File: src/rtl/hrl_pkg.sv
// shared types and codes for the hex record loader
`default_nettype none

package hrl_pkg;

    localparam int unsigned ADDR_W = 17;
    localparam int unsigned QUEUE_DEPTH = 2;

    // input beat: one character or an end-of-file mark
    typedef struct packed {
        logic [7:0] char_code;
        logic       end_of_input;
    } t_in;

    // result kinds
    typedef enum logic [1:0] {
        KIND_DATA     = 2'd0,
        KIND_TRANSFER = 2'd1,
        KIND_ERROR    = 2'd2,
        KIND_END      = 2'd3
    } t_kind;

    // result beat
    typedef struct packed {
        t_kind             kind;
        logic [ADDR_W-1:0] address;
        logic [7:0]        value;
    } t_out;

    // classified character handed from front to back
    typedef struct packed {
        logic       eoi;
        logic       is_newline;
        logic       is_colon;
        logic       is_hex;
        logic [3:0] digit;
    } t_token;

endpackage

`default_nettype wire

File: src/rtl/hrl_front.sv
// front end: classifies each character beat into a token
`default_nettype none

module hrl_front (
    input  wire hrl_pkg::t_in    i_in,
    output hrl_pkg::t_token      o_token
);
    import hrl_pkg::*;

    logic [7:0] c;

    // hex digit decode and line markers
    always_comb begin
        c = i_in.char_code;
        o_token.eoi        = i_in.end_of_input;
        o_token.is_newline = (c == 8'h0a);
        o_token.is_colon   = (c == 8'h3a);
        o_token.is_hex     = 1'b0;
        o_token.digit      = 4'd0;
        if (c >= 8'h30 && c <= 8'h39) begin
            o_token.is_hex = 1'b1;
            o_token.digit  = 4'(c - 8'h30);
        end else if (c >= 8'h41 && c <= 8'h46) begin
            o_token.is_hex = 1'b1;
            o_token.digit  = 4'(c - 8'h37);
        end else if (c >= 8'h61 && c <= 8'h66) begin
            o_token.is_hex = 1'b1;
            o_token.digit  = 4'(c - 8'h57);
        end
    end

endmodule

`default_nettype wire

File: src/rtl/hrl_queue.sv
// two-entry token queue between front and back
`default_nettype none

module hrl_queue (
    input  wire                  i_clk,
    input  wire                  i_rst_n,
    input  wire                  i_push,
    input  wire hrl_pkg::t_token i_token,
    output logic                 o_full,
    input  wire                  i_pop,
    output logic                 o_valid,
    output hrl_pkg::t_token      o_token
);
    import hrl_pkg::*;

    localparam int unsigned PTR_W = $clog2(QUEUE_DEPTH);
    localparam int unsigned CNT_W = $clog2(QUEUE_DEPTH + 1);

    t_token             r_mem [QUEUE_DEPTH];
    logic [PTR_W-1:0]   r_wr;
    logic [PTR_W-1:0]   r_rd;
    logic [CNT_W-1:0]   r_count;
    logic [PTR_W-1:0]   n_wr;
    logic [PTR_W-1:0]   n_rd;
    logic [CNT_W-1:0]   n_count;

    assign o_full  = (r_count == CNT_W'(QUEUE_DEPTH));
    assign o_valid = (r_count != '0);
    assign o_token = r_mem[r_rd];

    // pointer and fill count update
    always_comb begin
        n_wr    = r_wr;
        n_rd    = r_rd;
        n_count = r_count;
        if (i_push) begin
            n_wr = (r_wr == PTR_W'(QUEUE_DEPTH - 1)) ? '0 : r_wr + 1'b1;
        end
        if (i_pop) begin
            n_rd = (r_rd == PTR_W'(QUEUE_DEPTH - 1)) ? '0 : r_rd + 1'b1;
        end
        if (i_push && !i_pop) begin
            n_count = r_count + 1'b1;
        end else if (!i_push && i_pop) begin
            n_count = r_count - 1'b1;
        end
    end

    always_ff @(posedge i_clk) begin
        if (!i_rst_n) begin
            r_wr    <= '0;
            r_rd    <= '0;
            r_count <= '0;
        end else begin
            r_wr    <= n_wr;
            r_rd    <= n_rd;
            r_count <= n_count;
        end
    end

    // token storage
    always_ff @(posedge i_clk) begin
        if (i_push) begin
            r_mem[r_wr] <= i_token;
        end
    end

endmodule

`default_nettype wire

File: src/rtl/hrl_back.sv
// back end: record parser state machine and result register
`default_nettype none

module hrl_back (
    input  wire                  i_clk,
    input  wire                  i_rst_n,
    input  wire                  i_tok_valid,
    input  wire hrl_pkg::t_token i_token,
    output logic                 o_pop,
    output logic                 o_out_valid,
    input  wire                  i_out_stall,
    output hrl_pkg::t_out        o_out
);
    import hrl_pkg::*;

    typedef enum logic [13:0] {
        PH_LINE_START = 14'b00000000000001,
        PH_SKIP       = 14'b00000000000010,
        PH_COUNT_A    = 14'b00000000000100,
        PH_COUNT_B    = 14'b00000000001000,
        PH_AHI_A      = 14'b00000000010000,
        PH_AHI_B      = 14'b00000000100000,
        PH_ALO_A      = 14'b00000001000000,
        PH_ALO_B      = 14'b00000010000000,
        PH_TYPE_A     = 14'b00000100000000,
        PH_TYPE_B     = 14'b00001000000000,
        PH_DATA_A     = 14'b00010000000000,
        PH_DATA_B     = 14'b00100000000000,
        PH_SUM_A      = 14'b01000000000000,
        PH_SUM_B      = 14'b10000000000000
    } t_phase;

    t_phase            r_phase,    n_phase;
    logic [3:0]        r_first,    n_first;
    logic              r_first_ok, n_first_ok;
    logic [7:0]        r_left,     n_left;
    logic [ADDR_W-1:0] r_addr,     n_addr;
    logic [7:0]        r_sum,      n_sum;
    logic [ADDR_W-1:0] r_high,     n_high;
    logic              r_halted,   n_halted;
    logic              r_out_valid, n_out_valid;
    t_out              r_out,      n_out;

    logic              emit;
    t_out              res;
    logic [7:0]        pair;
    logic [7:0]        left_dec;
    logic [ADDR_W-1:0] addr_inc;

    assign o_pop       = i_tok_valid && (!r_out_valid || !i_out_stall);
    assign o_out_valid = r_out_valid;
    assign o_out       = r_out;

    // second digit of a pair joined with the stored first digit
    always_comb begin
        if (!r_first_ok) begin
            pair = 8'd0;
        end else if (i_token.is_hex) begin
            pair = {r_first, i_token.digit};
        end else begin
            pair = {4'd0, r_first};
        end
    end

    assign left_dec = r_left - 8'd1;
    assign addr_inc = r_addr + ADDR_W'(1);

    // parser step for one token
    always_comb begin
        n_phase    = r_phase;
        n_first    = r_first;
        n_first_ok = r_first_ok;
        n_left     = r_left;
        n_addr     = r_addr;
        n_sum      = r_sum;
        n_high     = r_high;
        n_halted   = r_halted;
        emit       = 1'b0;
        res        = '{kind: KIND_DATA, address: '0, value: 8'd0};
        if (o_pop && !r_halted) begin
            if (i_token.eoi) begin
                n_phase    = PH_LINE_START;
                n_first_ok = 1'b0;
                emit       = 1'b1;
                res        = '{kind: KIND_END, address: r_high, value: 8'd0};
            end else if (i_token.is_newline) begin
                n_phase = PH_LINE_START;
            end else begin
                case (r_phase)
                    PH_LINE_START: begin
                        n_phase = i_token.is_colon ? PH_COUNT_A : PH_SKIP;
                    end
                    PH_COUNT_A, PH_AHI_A, PH_ALO_A, PH_TYPE_A, PH_DATA_A, PH_SUM_A: begin
                        n_first_ok = i_token.is_hex;
                        n_first    = i_token.digit;
                        n_phase    = t_phase'({r_phase[12:0], 1'b0});
                    end
                    PH_COUNT_B: begin
                        n_left  = pair;
                        n_sum   = pair;
                        n_phase = PH_AHI_A;
                    end
                    PH_AHI_B: begin
                        n_addr  = {1'b0, pair, 8'd0};
                        n_sum   = r_sum + pair;
                        n_phase = PH_ALO_A;
                    end
                    PH_ALO_B: begin
                        n_addr  = r_addr | {9'd0, pair};
                        n_sum   = r_sum + pair;
                        n_phase = PH_TYPE_A;
                    end
                    PH_TYPE_B: begin
                        if (r_left == 8'd0) begin
                            n_phase = PH_SKIP;
                            emit    = 1'b1;
                            res     = '{kind: KIND_TRANSFER,
                                        address: {1'b0, r_addr[15:0]}, value: 8'd0};
                        end else begin
                            n_phase = PH_DATA_A;
                        end
                    end
                    PH_DATA_B: begin
                        n_sum  = r_sum + pair;
                        n_addr = addr_inc;
                        n_left = left_dec;
                        emit   = 1'b1;
                        res    = '{kind: KIND_DATA, address: r_addr, value: pair};
                        if (left_dec == 8'd0) begin
                            if (addr_inc > r_high) begin
                                n_high = addr_inc;
                            end
                            n_phase = PH_SUM_A;
                        end else begin
                            n_phase = PH_DATA_A;
                        end
                    end
                    PH_SUM_B: begin
                        n_phase = PH_SKIP;
                        if ((8'd0 - r_sum) != pair) begin
                            n_halted = 1'b1;
                            emit     = 1'b1;
                            res      = '{kind: KIND_ERROR, address: '0, value: 8'd0};
                        end
                    end
                    default: begin
                        n_phase = PH_SKIP;
                    end
                endcase
            end
        end
    end

    // result register
    always_comb begin
        n_out_valid = r_out_valid;
        n_out       = r_out;
        if (emit) begin
            n_out_valid = 1'b1;
            n_out       = res;
        end else if (!i_out_stall) begin
            n_out_valid = 1'b0;
        end
    end

    always_ff @(posedge i_clk) begin
        if (!i_rst_n) begin
            r_phase     <= PH_LINE_START;
            r_first     <= 4'd0;
            r_first_ok  <= 1'b0;
            r_left      <= 8'd0;
            r_addr      <= '0;
            r_sum       <= 8'd0;
            r_high      <= '0;
            r_halted    <= 1'b0;
            r_out_valid <= 1'b0;
        end else begin
            r_phase     <= n_phase;
            r_first     <= n_first;
            r_first_ok  <= n_first_ok;
            r_left      <= n_left;
            r_addr      <= n_addr;
            r_sum       <= n_sum;
            r_high      <= n_high;
            r_halted    <= n_halted;
            r_out_valid <= n_out_valid;
        end
    end

    // result payload
    always_ff @(posedge i_clk) begin
        r_out <= n_out;
    end

endmodule

`default_nettype wire

File: src/rtl/hex_record_loader.sv
// Hex record loader: one character beat per cycle in unless stalled, zero or
// one result beat out; each result is registered. Throughput: one beat per cycle
// unless stalled; a two-entry token queue separates the character classifier
// from the record parser, so each side stalls on its own.
// Reset: synchronous active-low; parser returns to line start, high mark cleared.
`default_nettype none

module hex_record_loader (
    input  wire                 i_clk,
    input  wire                 i_rst_n,
    input  wire                 i_in_valid,
    output logic                o_in_stall,
    input  wire hrl_pkg::t_in   i_in,
    output logic                o_out_valid,
    input  wire                 i_out_stall,
    output hrl_pkg::t_out       o_out
);
    import hrl_pkg::*;

    t_token front_tok;
    t_token queue_tok;
    logic   q_full;
    logic   q_valid;
    logic   q_pop;

    assign o_in_stall = q_full;

    // character classification
    hrl_front u_front (
        .i_in    (i_in),
        .o_token (front_tok)
    );

    // decoupling queue
    hrl_queue u_queue (
        .i_clk   (i_clk),
        .i_rst_n (i_rst_n),
        .i_push  (i_in_valid && !q_full),
        .i_token (front_tok),
        .o_full  (q_full),
        .i_pop   (q_pop),
        .o_valid (q_valid),
        .o_token (queue_tok)
    );

    // record parser
    hrl_back u_back (
        .i_clk       (i_clk),
        .i_rst_n     (i_rst_n),
        .i_tok_valid (q_valid),
        .i_token     (queue_tok),
        .o_pop       (q_pop),
        .o_out_valid (o_out_valid),
        .i_out_stall (i_out_stall),
        .o_out       (o_out)
    );

endmodule

`default_nettype wire

File: config.mk
export PLATFORM = sky130hd
export DESIGN_NAME = hex_record_loader
export DESIGN_NICKNAME = d
export VERILOG_FILES = /design/src/rtl/hrl_pkg.sv /design/src/rtl/hrl_front.sv /design/src/rtl/hrl_queue.sv /design/src/rtl/hrl_back.sv /design/src/rtl/hex_record_loader.sv
export SDC_FILE = /design/constraint.sdc
export NUM_CORES = 1
export LEC_CHECK = 0
export ABC_AREA = 0
export ABC_CLOCK_PERIOD_IN_PS = 5200
export BUFFER_PORTS_ARGS = -buffer_cell sky130_fd_sc_hd__buf_2
export CORE_ASPECT_RATIO = 0.7
export CORE_MARGIN = 2
export CORE_UTILIZATION = 50
export CTS_BUF_LIST = sky130_fd_sc_hd__clkbuf_8
export CTS_CLUSTER_SIZE = 28
export DETAILED_ROUTE_END_ITERATION = 7
export GPL_ROUTABILITY_DRIVEN = 0
export GPL_TIMING_DRIVEN = 0
export PLACE_DENSITY = 0.68
export SETUP_SLACK_MARGIN = 0.15
export SYNTH_ARGS = -nofsm -noshare
export SYNTH_HDL_FRONTEND = slang
export SYNTH_SLANG_ARGS = --single-unit
File: constraint.sdc
create_clock -name i_clk -period 5.2 [get_ports i_clk]
set_input_delay 0.78 -clock i_clk [delete_from_list [all_inputs] [get_ports i_clk]]
set_output_delay 0.78 -clock i_clk [all_outputs]
set_load 0.01 [all_outputs]
**After elaboration in Yosys (flattened, before gate mapping)**

Memories as Yosys holds them, arrays and structs flattened. A register that Yosys moved wholly into a read port is not among the register bits.
Cells that the tools add are included.

- Bits in registers: 102
- RAM bits: 16
- Bits of input ports: 13
- Output and inout bits: 29
- Word-level logic and storage cells: 128
- Memories: 1

- $add $sub $neg: 11
- $lt $le $gt $ge: 7
- Equality and inequality tests: 19
- Muxes and demuxes: 38
- Bitwise logic cells: 4
- Reductions and logical operators: 33

Memories:

| memory | depth | width | read ports | clocked after Yosys merged registers in | write ports | line | text |
|---|---|---|---|---|---|---|---|
| u_queue.r_mem | 2 | 8 | 1 | 1 | 1 | hrl_queue.sv:19 | `t_token r_mem [QUEUE_DEPTH];` |

Operators by type and width:

| operator | number |
|---|---|
| 14-bit one-hot mux with 7 select lines | 1 |
| 27-bit 2-to-1 mux | 3 |
| 27-bit one-hot mux with 3 select lines | 1 |
| 17-bit one-hot mux with 3 select lines | 1 |
| 8-bit one-hot mux with 2 select lines | 2 |
| 14-bit 2-to-1 mux | 2 |
| 26-bit 2-to-1 mux | 1 |
| 17-bit by 1-bit adder with 17-bit output (second input constant) | 1 |
| 17-bit greater-than comparator | 1 |
| 17-bit by 8-bit OR with 17-bit output | 1 |
| 8-bit by 7-bit >= comparator with 1-bit output (second input constant) | 2 |
| 8-bit by 7-bit less-or-equal comparator with 1-bit output (second input constant) | 2 |
| 8-bit zero test | 2 |
| 1-bit 2-to-1 mux | 16 |
| 8-bit 2-to-1 mux | 2 |
| 4-bit AND reduction | 4 |
| 5-bit 2-to-1 mux | 3 |
| 14-bit by 1-bit == test with 1-bit output (second input constant) | 1 |
| 14-bit by 10-bit == test with 1-bit output (second input constant) | 1 |
| 14-bit by 11-bit == test with 1-bit output (second input constant) | 1 |
| 14-bit by 12-bit == test with 1-bit output (second input constant) | 1 |
| 14-bit by 13-bit == test with 1-bit output (second input constant) | 1 |
| 14-bit == test (second input constant) | 1 |
| 14-bit by 3-bit == test with 1-bit output (second input constant) | 1 |
| 37 further kinds | 60 |

**Longest topological paths before layout**

- Word-level depth: 9
- Depth in mapped cells: 16
- Depth with buffers taken out: 14

**Cells and area by module**

Synthesis repeated with hierarchy kept, for this count alone.

- Cell total of the unflattened synthesis: 770
- Area, all modules: 6,906.6 sq um

By module, submodules not included:

| module | instances | cells an instance | area each (sq um) |
|---|---|---|---|
| hrl_back | 1 | 692 | 5,869.4 |
| hrl_queue | 1 | 47 | 797.0 |
| hrl_front | 1 | 30 | 226.5 |
| hex_record_loader | 1 | 1 | 13.8 |

**Worst setup path after synthesis**

Ideal clock, no wire load.

- Path type: register to register
- From: register u_back.r_addr[2]
- To: register u_back.r_high[10]
- Library setup time: 0.128 ns
- Arrival time: 3.037 ns
- Data required time: 5.072 ns
- Path slack: 2.036 ns
- Stages on the path, launching flop included: 14
- Path buffers: 2
- Clock period less this slack: 3.164 ns
- Cells stage by stage: dfxtp_1 and3_1 and3_1 nand2_1 or4_1 xnor2_1 ha_1 nand4_1 or4_1 o2111a_1 buf_6 buf_6 mux2i_1 nor2_1

- Longest elaborated chain between the ends: 3

RTL lines:

| item | line | text |
|---|---|---|
| start: declaration | hrl_back.sv:37 | `logic [ADDR_W-1:0] r_addr, n_addr;` |
| start signal: assignment | hrl_back.sv:182 | `r_addr <= n_addr;` |
| 17-bit by 1-bit adder with 17-bit output | hrl_back.sv:66 | `assign addr_inc = r_addr + ADDR_W'(1);` |
| named net u_back.addr_inc[15] | hrl_back.sv:48 | `logic [ADDR_W-1:0] addr_inc;` |
| 17-bit greater-than comparator | hrl_back.sv:130 | `if (addr_inc > r_high) begin` |
| 6-bit AND reduction (no line) | - |  |
| end signal: assignment | hrl_back.sv:184 | `r_high <= n_high;` |
| end: declaration | hrl_back.sv:39 | `logic [ADDR_W-1:0] r_high, n_high;` |

The timed path passes the listed nets, and every way through them passes these cells.
A chain may end at the register's enable or synchronous reset.

**Final worst setup path**

- From: register u_back.r_addr[0]
- To: register u_back.r_high[16]

Same word-level chain as after synthesis.

==> metrics.yaml <==
outcome:
  status: "finished, final reports clean"
route:
  via_per_inst: 6.11
  drc_errors: 0
  ant_nets: 0
  wire_per_inst_um: 19.1
  drt-total-wl_mm: 18.8
  vias: 6010
  dr.pass1.iters: 6
  initialDrtViolationCount: 648
synthesis:
  syn_area_um2: 6720
  syn_nets: 793
  syn_inst: 745
  synth_flop_cell: "dfxtp_1"
  synth_top_family_by_area: "simple AND/OR/NAND/NOR gates"
  ys_ff_latch: 119
  async_flop_share: 0
  synth_xor_area_frac: 0.0516
  synthAdderAreaFrac: 0.0663
  synth_compound_area_frac: 0.183
  synthSimpleGateAreaFrac: 0.194
  syn_avg_cell_area_um2: 9.02
  synth_cell_type_count: 68
  synth_edf_count: 43
  yosysWarnings: 0
  seq_area_frac_synth: 0.418
  synth_mux_area_frac: 0.0387
global_route:
  grt_max_degree: 28
  grt_pass1_vias: 5575
  overflow: 0
  grt.total_usage: 0.270
  grt_pass1_wl_mm: 29.5
  antenna_found_initial: 0
cells_and_area:
  finalCoreUtilization: 0.574
  syn2layout_area_growth_pct: 12.2
  drive_gt1_frac: 0.127
  antenna_cells: 0
  fillers: 1181
  nets: 853
setup_path:
  crit_required_ps: 5500
  reg2regPathDepth: 15
  endpoint_kind: "register"
  crit_fanout: 10
  worstSetupPathType: "register to register"
  startpoint_type: "register"
  crit_arrival_ps: 4170
sta:
  fin_worst_skew_ps: 14.5
  slew_headroom: 0.311
  hold_viol_final: 0
  max_freq_ghz: 0.259
  period_needed_ps: 3860
  finalCritPeriodShare: 0.743
  setup_tns_ps: 0
  tightest_slew_ps: 1030
  slew_violations: 0
  rsz0062_at_grt: "no"
  finalSetupViolations: 0
floorplanning:
  core_um2: 13100
  num_io_pins: 42
  fp.dieH_um: 101
  initial_core_util: 0.512
  die_area_um2: 14400
  fp.dieW_um: 143
  row_count: 35
clocking:
  cts_tree: "done"
  htreeDepth: 4
  cts_setup_buffers: 0
  clock-sinks: 119
  ctsHoldBuffers: 0
  cts_made_buffers: 17
  cts_root_buf: "clkbuf_8"
  clock_latency_ps: 450
  cts_resized: 0
  clockBufferDepth: 2
  path_clk_slew_ps: 80
placement:
  io_buffers: 41
  dpl.hpwl_mm: 14.0
flow_run:
  cap_violations: 0
hold_path:
  min_path_cells: 2
  min_path_type: "register to register"
power_and_ir_drop:
  peakVddDrop_uv: 155
  powerDensity_nw_per_um2: 339
  p_leak_nw: 2.90
-- area by class of cell --
cell class,count,area (µm²),area share
clock inverter,14,160,0.0212
multi-input combinational,552,3590,0.476
inverter,39,146,0.0194
clock buffer,18,248,0.0328
tap,166,208,0.0275
timing repair buffer,41,205,0.0272
buffer,35,176,0.0234
sequential,119,2810,0.373
-- cells in the mapped netlist (all sizes together), types with 4 or more instances --
master,n,area (µm²)
nor2,124,468
dfxtp,76,1520
o21ai,47,243
edfxtp,43,1290
nand2,42,158
a21oi,41,205
inv,39,146
ha,34,425
a22oi,33,248
mux2i,23,230
xnor2,22,193
nand3,20,110
clkbuf,18,67.6
buf,17,109
nor3,16,85.1
a211oi,15,118
xor2,15,131
and3,10,67.6
nand4,10,62.6
a21o,7,52.6
a31oi,7,43.8
or3,6,37.5
nor2b,5,31.3
nor4,5,52.6
o21bai,5,37.5
a32o,4,40.0
and2,4,25.0
nand3b,4,30.0
nor3b,4,30.0
o21a,4,30.0
-- final timing paths --
path	startpoint	to	slack (ps)
setup / recovery	u_back.r_addr[0]$_SDFFE_PN0P_	u_back.r_high[16]$_SDFFE_PN0P_	1340
hold / removal	u_back.o_out_valid$_SDFFE_PN0P_	u_back.o_out_valid$_SDFFE_PN0P_	490
hold reg to reg	u_back.o_out_valid$_SDFFE_PN0P_	u_back.o_out_valid$_SDFFE_PN0P_	490
setup reg to reg	u_back.r_addr[0]$_SDFFE_PN0P_	u_back.r_high[16]$_SDFFE_PN0P_	1340
-- state kept, by name (all words and copies together) (netlist names), named ones only --
name                count
u_back.r_first          4
u_back.r_phase         14
u_queue.r_rd            1
u_queue.r_mem          16
u_back.r_sum            8
u_back.r_addr          17
u_back.o_out           27
u_back.r_first_ok       1
u_queue.r_wr            1
u_back.r_left           8
u_back.o_out_valid      1
u_queue.r_count         2
u_back.r_high          17
u_back.r_halted         1
-- critical path, cell delays in order (launching register included) --
cell      delay (ps)
dfxtp_1          520
ha_1             270
nand3_1          230
nor2_1           460
nand3_1          170
xnor2_1          320
ha_1             310
a21o_1           160
a21o_1           170
a21oi_1          210
o21ai_0          130
o2111a_1         270
buf_6            150
buf_6            160
mux2i_1          160
nor2_1            50
-- through the flow --
step | hold slack [ps] | cell area, µm² | total power [mW] | cells | worst slack, ps
5_1_grt | 500 | 7540 | 2.66 | 984 | 1020
3_3_place_gp | 461 | 7140 | 1.68 | 952 | 1490
3_5_place_dp | 474 | 7140 | 1.70 | 952 | 1420
4_1_cts | 486 | 7540 | 2.56 | 984 | 1390
2_1_floorplan | 444 | 6720 | 1.50 | 745 | 2040
6_report | 489 | 7540 | 2.56 | 984 | 1340
-- power by group --
part / total (mW) / switching [mW] / internal, mW / leakage, nW
sequential: 1.12 / 0.0379 / 1.08 / 1.02
combinational: 0.568 / 0.391 / 0.177 / 1.68
clock: 0.870 / 0.390 / 0.481 / 0.198
total: 2.56 / 0.819 / 1.74 / 2.90
-- layer usage --
layer / track usage / vias up / wire length [µm] / part of all wire
met5: 0 / - / 0 / 0
met4: 0.0861 / 0 / 310 / 0.017
met3: 0.0665 / 28 / 1920 / 0.10
met2: 0.385 / 299 / 7650 / 0.41
met1: 0.401 / 2862 / 8900 / 0.47
li1: - / 2821 / - / -
-- cell usage in the layout (no fill, tap or decap), types with 22 or more instances in the layout --
cell      instances
dfxtp_1          76
a21oi_1          41
buf_2            47
nor2_1          123
xnor2_1          22
ha_1             34
mux2i_1          23
o21ai_0          44
edfxtp_1         43
inv_1            39
nand2_1          42
a22oi_1          33
-- kinds of logic (layout without fill, tap and decap cells) --
group,Yosys count,count (layout)
xor gates and xnor gates,38,38
and+or+nand+nor,268,268
muxes,25,25
DFF,119,119
buffers and inverters,74,147
adders and majority gates,35,35
AOI/OAI and AO/OA,186,186
(Power assumes the default switching activity.)
